<file path="src/rtl/ctrd_pkg.sv">
`default_nettype none
package ctrd_pkg;

	// Number of stored channels and the index width that follows from it.
	localparam int CHANNELS = 16;
	localparam int IDX_W = (CHANNELS > 1) ? $clog2(CHANNELS) : 1;

	localparam int LEVEL_W = 16;
	localparam int GATE_W = 17;
	localparam int TICK_W = 32;
	localparam int PROD_W = LEVEL_W + GATE_W;

	localparam logic [GATE_W-1:0] GATE_ONE = 17'd65536;

	// Item kinds.
	localparam logic [1:0] KIND_SAMPLE = 2'd0;
	localparam logic [1:0] KIND_GATE = 2'd1;
	localparam logic [1:0] KIND_TICK = 2'd2;

	// Event kinds.
	localparam logic EV_STUCK = 1'b0;
	localparam logic EV_MISS = 1'b1;

	// Configuration register indexes.
	localparam logic [1:0] REG_MISS_THR = 2'd0;
	localparam logic [1:0] REG_STUCK_THR = 2'd1;
	localparam logic [1:0] REG_REFR_LEN = 2'd2;

	localparam logic [LEVEL_W-1:0] MISS_THR_RST = 16'd19661;
	localparam logic [LEVEL_W-1:0] STUCK_THR_RST = 16'd36045;
	localparam logic [LEVEL_W-1:0] REFR_LEN_RST = 16'd30;

	// Access to the channel level store.
	typedef struct packed {
		logic               wr_en;
		logic [IDX_W-1:0]   wr_addr;
		logic [LEVEL_W-1:0] wr_data;
		logic               rd_en;
		logic [IDX_W-1:0]   rd_addr;
	} store_req_t;

endpackage
`default_nettype wire

</file>
<file path="src/rtl/ctrd_store.sv">
`default_nettype none
module ctrd_store (
	input  wire logic                       clk,
	input  wire logic                       arst_n,
	input  wire ctrd_pkg::store_req_t       req,
	output logic [ctrd_pkg::LEVEL_W-1:0]    rd_level
);
	import ctrd_pkg::*;

	logic [LEVEL_W-1:0] mem [CHANNELS];
	logic [LEVEL_W-1:0] rd_data_q;
	logic [CHANNELS-1:0] vld_q;
	logic rd_hit_q;

	// An entry that was never written since reset reads as zero.
	always_ff @(posedge clk or negedge arst_n) begin
		if (!arst_n) begin
			vld_q <= '0;
			rd_hit_q <= 1'b0;
		end else begin
			if (req.wr_en) begin
				vld_q[req.wr_addr] <= 1'b1;
			end
			if (req.rd_en) begin
				rd_hit_q <= vld_q[req.rd_addr];
			end
		end
	end

	always_ff @(posedge clk) begin
		if (req.wr_en) begin
			mem[req.wr_addr] <= req.wr_data;
		end
		if (req.rd_en) begin
			rd_data_q <= mem[req.rd_addr];
		end
	end

	assign rd_level = rd_hit_q ? rd_data_q : '0;

endmodule
`default_nettype wire

</file>
<file path="src/rtl/ctrd_scale.sv">
`default_nettype none
module ctrd_scale (
	input  wire logic                        clk,
	input  wire logic                        load,
	input  wire logic [ctrd_pkg::LEVEL_W-1:0] max_level,
	input  wire logic [ctrd_pkg::GATE_W-1:0]  gate_level,
	input  wire logic                        gate_on,
	output logic [ctrd_pkg::LEVEL_W-1:0]     gated_level
);
	import ctrd_pkg::*;

	logic [GATE_W-1:0] gate_eff;
	logic [GATE_W-1:0] factor;
	logic [PROD_W-1:0] product_q;
	logic [PROD_W:0] rounded;

	// A gate above one counts as one.
	always_comb begin
		gate_eff = gate_on ? gate_level : '0;
		if (gate_eff > GATE_ONE) begin
			gate_eff = GATE_ONE;
		end
		factor = GATE_ONE - gate_eff;
	end

	always_ff @(posedge clk) begin
		if (load) begin
			product_q <= PROD_W'(max_level) * PROD_W'(factor);
		end
	end

	// Round half up, then saturate.
	assign rounded = {1'b0, product_q} + (PROD_W + 1)'(32768);
	assign gated_level = (rounded[PROD_W:32] != '0) ? '1 : rounded[31:16];

endmodule
`default_nettype wire

</file>
<file path="src/rtl/contact_threshold_refractory_detector_core.sv">
`default_nettype none
// Contact detector core. Items enter one at a time. A channel sample or a gate update
// is taken without leaving the idle state; kind 3 is dropped. A tick walks the states
// SCAN, DRAIN, DECIDE and EMIT: one read of the level memory per channel, one state for the
// last read to return, one to decide and start the gate multiply, and one to hand
// the events to the output register. A tick's events wait there, and the next tick
// holds before its events until the output side has taken every earlier word. The
// level memory starts at zero after reset with no clearing pass.
module contact_threshold_refractory_detector_core (
	input  wire logic                          clk,
	input  wire logic                          arst_n,
	input  wire logic                          item_valid,
	output logic                               item_stall,
	input  wire logic [1:0]                    kind,
	input  wire logic [3:0]                    channel,
	input  wire logic [ctrd_pkg::LEVEL_W-1:0]  sample_level,
	input  wire logic [ctrd_pkg::GATE_W-1:0]   gate_level,
	input  wire logic                          gate_on,
	input  wire logic [ctrd_pkg::TICK_W-1:0]   tick_number,
	output logic                               event_valid,
	input  wire logic                          event_stall,
	output logic                               event_kind,
	output logic [ctrd_pkg::TICK_W-1:0]        event_tick,
	output logic [ctrd_pkg::LEVEL_W-1:0]       intensity,
	output logic                               last_of_run,
	input  wire logic                          cfg_valid,
	output logic                               cfg_ready,
	input  wire logic [1:0]                    cfg_index,
	input  wire logic [ctrd_pkg::LEVEL_W-1:0]  cfg_data
);
	import ctrd_pkg::*;

	localparam logic [2:0] ST_IDLE = 3'd0;
	localparam logic [2:0] ST_SCAN = 3'd1;
	localparam logic [2:0] ST_DRAIN = 3'd2;
	localparam logic [2:0] ST_DECIDE = 3'd3;
	localparam logic [2:0] ST_EMIT = 3'd4;

	localparam logic [IDX_W-1:0] LAST_IDX = IDX_W'(CHANNELS - 1);

	logic [2:0] state_q;
	logic [IDX_W-1:0] addr_q;
	logic rd_valid_s1;
	logic [LEVEL_W-1:0] max_q;
	logic [TICK_W-1:0] tick_q;
	logic stuck_q;
	logic miss_q;

	logic [LEVEL_W-1:0] miss_thr_q;
	logic [LEVEL_W-1:0] stuck_thr_q;
	logic [LEVEL_W-1:0] refr_len_q;
	logic [LEVEL_W-1:0] refr_left_q;
	logic [GATE_W-1:0] gate_level_q;
	logic gate_on_q;

	// Two-word output buffer: slot 0 drives the ports.
	logic out_valid_q;
	logic out_kind_q;
	logic [TICK_W-1:0] out_tick_q;
	logic [LEVEL_W-1:0] out_level_q;
	logic out_last_q;
	logic pend_valid_q;
	logic pend_kind_q;
	logic [LEVEL_W-1:0] pend_level_q;

	logic accept;
	logic out_take;
	logic [8:0] chan_wide;
	logic chan_ok;
	logic scale_load;
	logic [LEVEL_W-1:0] rd_level;
	logic [LEVEL_W-1:0] gated_level;
	store_req_t store_req;

	assign item_stall = (state_q != ST_IDLE);
	assign accept = item_valid && !item_stall;
	assign out_take = out_valid_q && !event_stall;
	assign cfg_ready = 1'b1;

	assign chan_wide = {5'd0, channel};
	assign chan_ok = chan_wide < 9'(CHANNELS);

	always_comb begin
		store_req.wr_en = accept && (kind == KIND_SAMPLE) && chan_ok;
		store_req.wr_addr = chan_wide[IDX_W-1:0];
		store_req.wr_data = sample_level;
		store_req.rd_en = (state_q == ST_SCAN);
		store_req.rd_addr = addr_q;
	end

	assign scale_load = (state_q == ST_DECIDE);

	ctrd_store u_store (
		.clk      (clk),
		.arst_n   (arst_n),
		.req      (store_req),
		.rd_level (rd_level)
	);

	ctrd_scale u_scale (
		.clk         (clk),
		.load        (scale_load),
		.max_level   (max_q),
		.gate_level  (gate_level_q),
		.gate_on     (gate_on_q),
		.gated_level (gated_level)
	);

	always_ff @(posedge clk or negedge arst_n) begin
		if (!arst_n) begin
			miss_thr_q <= MISS_THR_RST;
			stuck_thr_q <= STUCK_THR_RST;
			refr_len_q <= REFR_LEN_RST;
		end else if (cfg_valid && cfg_ready) begin
			case (cfg_index)
				REG_MISS_THR: miss_thr_q <= cfg_data;
				REG_STUCK_THR: stuck_thr_q <= cfg_data;
				REG_REFR_LEN: refr_len_q <= cfg_data;
				default: ;
			endcase
		end
	end

	always_ff @(posedge clk or negedge arst_n) begin
		if (!arst_n) begin
			state_q <= ST_IDLE;
			addr_q <= '0;
			rd_valid_s1 <= 1'b0;
			max_q <= '0;
			stuck_q <= 1'b0;
			miss_q <= 1'b0;
			refr_left_q <= '0;
			gate_level_q <= '0;
			gate_on_q <= 1'b0;
		end else begin
			rd_valid_s1 <= store_req.rd_en;
			if (rd_valid_s1 && (rd_level > max_q)) begin
				max_q <= rd_level;
			end
			case (state_q)
				ST_IDLE: begin
					if (accept) begin
						case (kind)
							KIND_GATE: begin
								gate_level_q <= gate_level;
								gate_on_q <= gate_on;
							end
							KIND_TICK: begin
								addr_q <= '0;
								max_q <= '0;
								state_q <= ST_SCAN;
							end
							default: ;
						endcase
					end
				end
				ST_SCAN: begin
					if (addr_q == LAST_IDX) begin
						state_q <= ST_DRAIN;
					end else begin
						addr_q <= addr_q + 1'b1;
					end
				end
				ST_DRAIN: begin
					state_q <= ST_DECIDE;
				end
				ST_DECIDE: begin
					stuck_q <= max_q > stuck_thr_q;
					miss_q <= 1'b0;
					if (refr_left_q != '0) begin
						refr_left_q <= refr_left_q - 1'b1;
					end else if (max_q > miss_thr_q) begin
						miss_q <= 1'b1;
						refr_left_q <= refr_len_q;
					end
					state_q <= ST_EMIT;
				end
				ST_EMIT: begin
					// The buffer is loaded in this state once it is empty.
					if (!(stuck_q || miss_q) || !out_valid_q) begin
						state_q <= ST_IDLE;
					end
				end
				default: state_q <= ST_IDLE;
			endcase
		end
	end

	always_ff @(posedge clk) begin
		if (accept && (kind == KIND_TICK)) begin
			tick_q <= tick_number;
		end
	end

	always_ff @(posedge clk or negedge arst_n) begin
		if (!arst_n) begin
			out_valid_q <= 1'b0;
			pend_valid_q <= 1'b0;
		end else if ((state_q == ST_EMIT) && (stuck_q || miss_q) && !out_valid_q) begin
			out_valid_q <= 1'b1;
			pend_valid_q <= stuck_q && miss_q;
		end else if (out_take) begin
			out_valid_q <= pend_valid_q;
			pend_valid_q <= 1'b0;
		end
	end

	always_ff @(posedge clk) begin
		if ((state_q == ST_EMIT) && (stuck_q || miss_q) && !out_valid_q) begin
			out_tick_q <= tick_q;
			out_kind_q <= stuck_q ? EV_STUCK : EV_MISS;
			out_level_q <= stuck_q ? max_q : gated_level;
			out_last_q <= !(stuck_q && miss_q);
			pend_kind_q <= EV_MISS;
			pend_level_q <= gated_level;
		end else if (out_take && pend_valid_q) begin
			out_kind_q <= pend_kind_q;
			out_level_q <= pend_level_q;
			out_last_q <= 1'b1;
		end
	end

	assign event_valid = out_valid_q;
	assign event_kind = out_kind_q;
	assign event_tick = out_tick_q;
	assign intensity = out_level_q;
	assign last_of_run = out_last_q;

endmodule
`default_nettype wire

</file>
<file path="config.mk">
export PLATFORM = sky130hd
export DESIGN_NAME = contact_threshold_refractory_detector_core
export DESIGN_NICKNAME = d
export VERILOG_FILES = /design/src/rtl/ctrd_pkg.sv /design/src/rtl/ctrd_store.sv /design/src/rtl/ctrd_scale.sv /design/src/rtl/contact_threshold_refractory_detector_core.sv
export SDC_FILE = /design/constraint.sdc
export NUM_CORES = 1
export LEC_CHECK = 0
export BUFFER_PORTS_ARGS = -buffer_cell sky130_fd_sc_hd__clkbuf_2
export CORE_MARGIN = 5
export CORE_UTILIZATION = 35
export DETAILED_ROUTE_END_ITERATION = 16
export SYNTH_ARGS = -nofsm -noshare
export SYNTH_HDL_FRONTEND = slang
export SYNTH_SLANG_ARGS = --single-unit
</file>
<file path="constraint.sdc">
create_clock -name clk -period 19.1 [get_ports clk]
set_input_delay 0.955 -clock clk [delete_from_list [all_inputs] [get_ports clk]]
set_output_delay 0.955 -clock clk [all_outputs]
set_load 0.05 [all_outputs]
</file>
# After elaboration in Yosys (flattened, before gate mapping)
# Memories as Yosys holds them, arrays and structs flattened. A register that Yosys moved wholly into a read port is not among the register bits.
# Cells that the tools add are included.
word_totals:
  reg_bits: 258
  ram_bits: 256
  mem_count: 1
  out_inout_bits: 53
  rom_bits: 0
  wordCells: 125
  latch_bits: 0
  input_bits: 95
classes:
  n_reduce_logical: 35
  shifts: 0
  mul: 1
  eq_ne: 14
  add_sub_neg: 4
  order_cmp: 8
  div_mod_pow: 0
  n_mux: 38
  n_bitwise: 1
memory_table:
  columns: ["name", "words", "word_bits", "read_ports", "rd_ports_with_merged_regs", "write_ports", "line_no", "source"]
  rows:
  - ["u_store.mem", 16, 16, 1, 1, 1, "ctrd_store.sv:10", "logic [LEVEL_W-1:0] mem [CHANNELS];"]
ops:
  columns: ["cell", "count"]
  rows:
  - ["16-bit two-way mux", 11]
  - ["16-bit > comparator", 3]
  - ["33-bit by 16-bit adder with 34-bit output, second input constant", 1]
  - ["17-bit two-way mux", 2]
  - ["16-bit by 17-bit multiplier with 33-bit output", 1]
  - ["17-bit > comparator, second input constant", 1]
  - ["17-bit subtractor, first input constant", 1]
  - ["16-bit bitwise OR", 1]
  - ["16-bit nonzero test", 1]
  - ["16-bit by 1-bit subtractor with 16-bit output, second input constant", 1]
  - ["4-bit by 5-bit < comparator with 1-bit output, second input constant", 3]
  - ["3-bit case mux with 5 select lines", 1]
  - ["1-bit two-way mux", 14]
  - ["3-bit two-way mux", 4]
  - ["4-bit two-way mux", 3]
  - ["1-bit logical AND", 11]
  - ["2-bit nonzero test", 5]
  - ["2-bit != test, second input constant", 4]
  - ["4-bit case mux with 2 select lines", 1]
  - ["2-bit AND reduction", 4]
  - ["4-bit AND reduction", 2]
  - ["3-bit by 2-bit == test with 1-bit output, second input constant", 2]
  - ["1-bit zero test", 5]
  - ["4-bit by 1-bit adder with 4-bit output, second input constant", 1]
  - ["other kinds (14)", 18]

# Logic depth before layout (Yosys ltp)
depth:
  word_depth: 7
  mapped_depth: 40

# Hierarchy
# From an unflattened synthesis, not the netlist that was laid out.
hier_totals:
  cells_unflattened: 2349
  area_unflattened_um2: 30360.4
modules_own_cells:
  columns: ["module", "cells_per_inst", "n_inst", "area_each_um2"]
  rows:
  - ["ctrd_store", 453, 1, 10995.5]
  - ["ctrd_scale", 1184, 1, 10189.8]
  - ["contact_threshold_refractory_detector_core", 712, 1, 9175.0]

# Least setup slack after synthesis
# OpenSTA, ideal clock, no wires.
synth_path:
  path_type: "register to register"
  from: "reg gate_level_q[8]"
  to: "reg u_scale.product_q[26] (data pin)"
  path_slack_ns: 10.162
  setup_time_ns: 0.259
  t_required_ns: 18.841
  stages_incl_launch_ff: 37
  arrival_time_ns: 8.679
  n_path_buf: 6
  cell_sequence: "dfrtp_1 > or4_4 > or4_1 > buf_2 > or3_4 > nand2_2 > and2_4 > buf_8 > and2_1 > inv_1 > buf_2 > ha_1 > clkbuf_1 > buf_1 > a21oi_1 > a21o_1 > buf_2 > nand2_1 > fa_1 > fa_1 > inv_1 > fa_1 > inv_1 > fa_1 > fa_1 > fa_1 > inv_1 > ha_1 > and4_1 > nand3_1 > a211oi_1 > o21ai_0 > a21boi_0 > o21a_1 > nand3_1 > o21ai_0 > xnor2_1"
synth_between:
  elab_chain_len: 5
synth_rtl:
  columns: ["item", "line_no", "source"]
  rows:
  - ["start: declaration", "contact_threshold_refractory_detector_core.sv:53", "logic [GATE_W-1:0] gate_level_q;"]
  - ["start signal: assignment", "contact_threshold_refractory_detector_core.sv:145", "gate_level_q <= gate_level;"]
  - ["17-bit two-way mux (*)", "ctrd_scale.sv:19", "gate_eff = gate_on ? gate_level : '0;"]
  - ["17-bit > comparator", "ctrd_scale.sv:20", "if (gate_eff > GATE_ONE) begin"]
  - ["17-bit two-way mux (*)", "ctrd_scale.sv:20", null]
  - ["17-bit subtractor (*)", "ctrd_scale.sv:23", "factor = GATE_ONE - gate_eff;"]
  - ["16-bit by 17-bit multiplier with 33-bit output (*)", "ctrd_scale.sv:28", "product_q <= PROD_W'(max_level) * PROD_W'(factor);"]
  - ["end signal: assignment", "ctrd_scale.sv:28", null]
  - ["end: declaration", "ctrd_scale.sv:14", "logic [PROD_W-1:0] product_q;"]
# Every way passes the cells marked *; elsewhere a longest branch is shown, timed or not.
# A chain may end at the register's enable or synchronous reset.

# Worst setup path after layout
# Ends and elaborated chain as after synthesis.

==> impl_metrics.env <==
export IMPL_ant_nets=0
export IMPL_dp_hpwl_um=50820
export IMPL_startpoint_type="flop"
export IMPL_drtPass1Iterations=5
export IMPL_layout_drive_gt1_share_pct=19.22
export IMPL_clock_skew_ps=74.10
export IMPL_place_congestion=0.8967
export IMPL_ys_types=68
export IMPL_wl_per_cell_um=20.57
export IMPL_crit_required_ps=19410
export IMPL_critPathArrivalTime_ps=10800
export IMPL_grt_pass1_vias=19680
export IMPL_setup_violations=0
export IMPL_start_util_pct=35.41
export IMPL_cts_clk_slew_worst_paths_ps=60
export IMPL_fmax_mhz=95.40
export IMPL_crit_type="flop to flop"
export IMPL_hold_violations=0
export IMPL_cts_setup_buffers=0
export IMPL_postSynth_asyncResetShare_pct=24.66
export IMPL_synth_edff_count=388
export IMPL_r2r_start="gate_level_q[8]"
export IMPL_worstPathMaxFanout=21
export IMPL_clockBufferDepth=3
export IMPL_reg2reg_to="u_scale.product_q[26]"
export IMPL_cts_hold_buf=0
export IMPL_antenna_found_initial=2
export IMPL_layout_commonest_cell="edfxtp_1"
export IMPL_ys_warn_count=0
export IMPL_synth_area_sq_mm=0.02968
export IMPL_synth_seq_cells=515
export IMPL_track_usage_pct=16.38
export IMPL_synth_flop_cell="edfxtp_1"
export IMPL_avgSynthCellArea_sq_um=13.04
export IMPL_drc=0
export IMPL_drv_cap=0
export IMPL_grt_remaining_overflow=0
export IMPL_first_iter_violations=1443
export IMPL_vias_per_cell=5.067
export IMPL_slowest_delay_ps=900
export IMPL_end_kind="flop"
export IMPL_syn_nets=2732
export IMPL_wirelength_um=74190
export IMPL_slew_headroom_pct=10.86
export IMPL_reg2regPathDepth=33
export IMPL_min_period_ps=10480
export IMPL_dieArea_sq_mm=0.09072
export IMPL_core_area_sq_mm=0.08382
export IMPL_synth_seq_area_share_pct=50.05
export IMPL_final_net_count=2882
export IMPL_grt_first_pass_wirelength_um=115300
export IMPL_rsz0062_at_grt="false"
export IMPL_clock_sinks=515
export IMPL_irDropWorstVdd_mv=0.08268
export IMPL_p_switching_mw=1.496
export IMPL_status="completed"
export IMPL_port_buffers=146
export IMPL_r2r_slack_ps=8620
export IMPL_share_seq_of_total_power_pct=36.4
export IMPL_fp_row_count=106
export IMPL_syn_to_final_growth_pct=13.44
export IMPL_tightestPinTransition_ps=1333
export IMPL_holdWs_ps=266.9
export IMPL_period_share_pct=54.88
export IMPL_hp_class="primary input to asynchronous set/reset pin"
export IMPL_slew_violations=0
export IMPL_syn_inst=2275
export IMPL_cpMaxStageDelayCell="a22oi_2"
export IMPL_final_util_pct=40.16
export IMPL_ctsResizeCount=0
export IMPL_clkPwrFrac_pct=26.2
export IMPL_p_leak_nw=13.87
export IMPL_comb_power_share_pct=37.4
export IMPL_setup_tns_ps=0
export IMPL_grt_max_degree=77
export IMPL_most_common_layout_cells="edfxtp_1 (388), inv_1 (271), nand2_1 (239)"
export IMPL_die_h_um=301.2
export IMPL_tritoncts="done"
export IMPL_die_w_um=301.2
export IMPL_power_density_mw_per_mm2=120.8
export IMPL_cts_buffers=54
export IMPL_htree_levels=2
export IMPL_insertion_delay_ps=640
export IMPL_internal_power_mw=2.570
export IMPL_ios=148
export IMPL_vias=18270
export IMPL_power_switching_share_pct=36.80
export IMPL_clockRootBuffer="clkbuf_16"
## metrics by stage
stage / power, mW / instance area, sq um / setup slack (ps) / std cells
6_report: 4.066 / 33660 / 8617 / 3606
5_1_grt: 4.321 / 33660 / 8137 / 3605
4_1_cts: 4.099 / 33660 / 8709 / 3605
3_5_place_dp: 3.020 / 31810 / 8788 / 3503
3_3_place_gp: 2.983 / 31810 / 9191 / 3503
2_1_floorplan: 2.526 / 29680 / 10160 / 2275
## area by class of cell
class	count	area, sq um
tap	1134	1419
fill	7881	50160
antenna	1	2.502
clock buffer	65	1433
inverter	279	1047
timing repair buffer	190	1067
sequential	515	14860
multi-input combinational	1385	13420
clock inverter	37	416.7
## how the worst max path moves through the flow
stage / endpoint / cells after the start / start / slack (ps)
CTS: u_scale.product_q[26] / 33 / gate_level_q[8] / 8710
detailed placement: u_scale.product_q[26] / 33 / gate_level_q[8] / 8790
global route: u_scale.product_q[26] / 33 / gate_level_q[8] / 8140
global placement: u_scale.product_q[26] / 31 / gate_level_q[8] / 9190
floorplan: u_scale.product_q[26] / 36 / gate_level_q[8] / 10160
finish: u_scale.product_q[26] / 33 / gate_level_q[8] / 8620
## kinds of logic (layout without fill, tap and decap cells)
| kind of cell | after synthesis | after routing | share of synthesized area, % |
|---|---|---|---|
| and+or+nand+nor | 595 | 595 | 9.613 |
| xor gates and xnor gates | 39 | 39 | 1.151 |
| DFF | 515 | 515 | 50.05 |
| buffers and inverters | 375 | 571 | 4.865 |
| muxes | 157 | 157 | 9.098 |
| adders and majority gates | 362 | 362 | 20.50 |
| AOI/OAI and AO/OA | 231 | 231 | 4.709 |
| other | 1 | 2 | 0.01264 |
## routing by layer
metal	wire [um]	GRT usage (%)	vias to the layer above
li1	-	-	8200
met1	30860	21.31	9317
met2	36480	28.43	604
met3	4474	2.606	149
met4	2361	4.767	2
met5	13	0	-
## cells in the mapped netlist (15+ instances only)
| master | n | area [sq um] |
|---|---|---|
| a21o_1 | 26 | 195.2 |
| a21oi_1 | 77 | 385.4 |
| and2_1 | 77 | 481.7 |
| and3_1 | 15 | 93.84 |
| clkbuf_1 | 71 | 266.5 |
| dfrtp_1 | 107 | 2678 |
| dfstp_2 | 20 | 525.5 |
| edfxtp_1 | 388 | 11650 |
| fa_1 | 207 | 4144 |
| ha_1 | 155 | 1939 |
| inv_1 | 273 | 1025 |
| mux2_2 | 52 | 585.6 |
| mux2i_1 | 20 | 200.2 |
| mux4_2 | 85 | 1914 |
| nand2_1 | 239 | 897.1 |
| nand3_1 | 24 | 120.1 |
| nor2_1 | 89 | 334.1 |
| nor3_1 | 62 | 310.3 |
| o21a_1 | 16 | 120.1 |
| o21ai_0 | 65 | 325.3 |
| or2_2 | 16 | 100.1 |
| xnor2_1 | 23 | 201.4 |
| xor2_1 | 16 | 140.1 |
## critical path, delay by kind of cell, from the launching register on
kind / cells / cell delay [ps]
xor+xnor: 1 / 90
buf+inv: 6 / 540
compound gates: 8 / 2720
simple gates: 10 / 2730
flops: 1 / 410
fa+ha+maj: 8 / 3680
## power groups by stage
stage          registers (mW)  clock network, mW  logic, mW
2_1_floorplan            1.43                  0       1.10
3_3_place_gp             1.50                  0       1.48
3_5_place_dp             1.50                  0       1.52
4_1_cts                  1.48               1.09       1.53
5_1_grt                  1.50               1.14       1.68
6_report                 1.48               1.07       1.52
## registers in the layout (all words and copies together), names as in the netlist, 3 cells and up
name,flops
addr_q,4
event_tick,32
gate_level_q,17
intensity,16
max_q,16
miss_thr_q,16
pend_level_q,16
refr_left_q,16
refr_len_q,16
state_q,3
stuck_thr_q,16
tick_q,32
u_scale.product_q,18
u_store.mem,256
u_store.rd_data_q,16
u_store.vld_q,16
No activity file was read; power rests on OpenSTA's default activity.
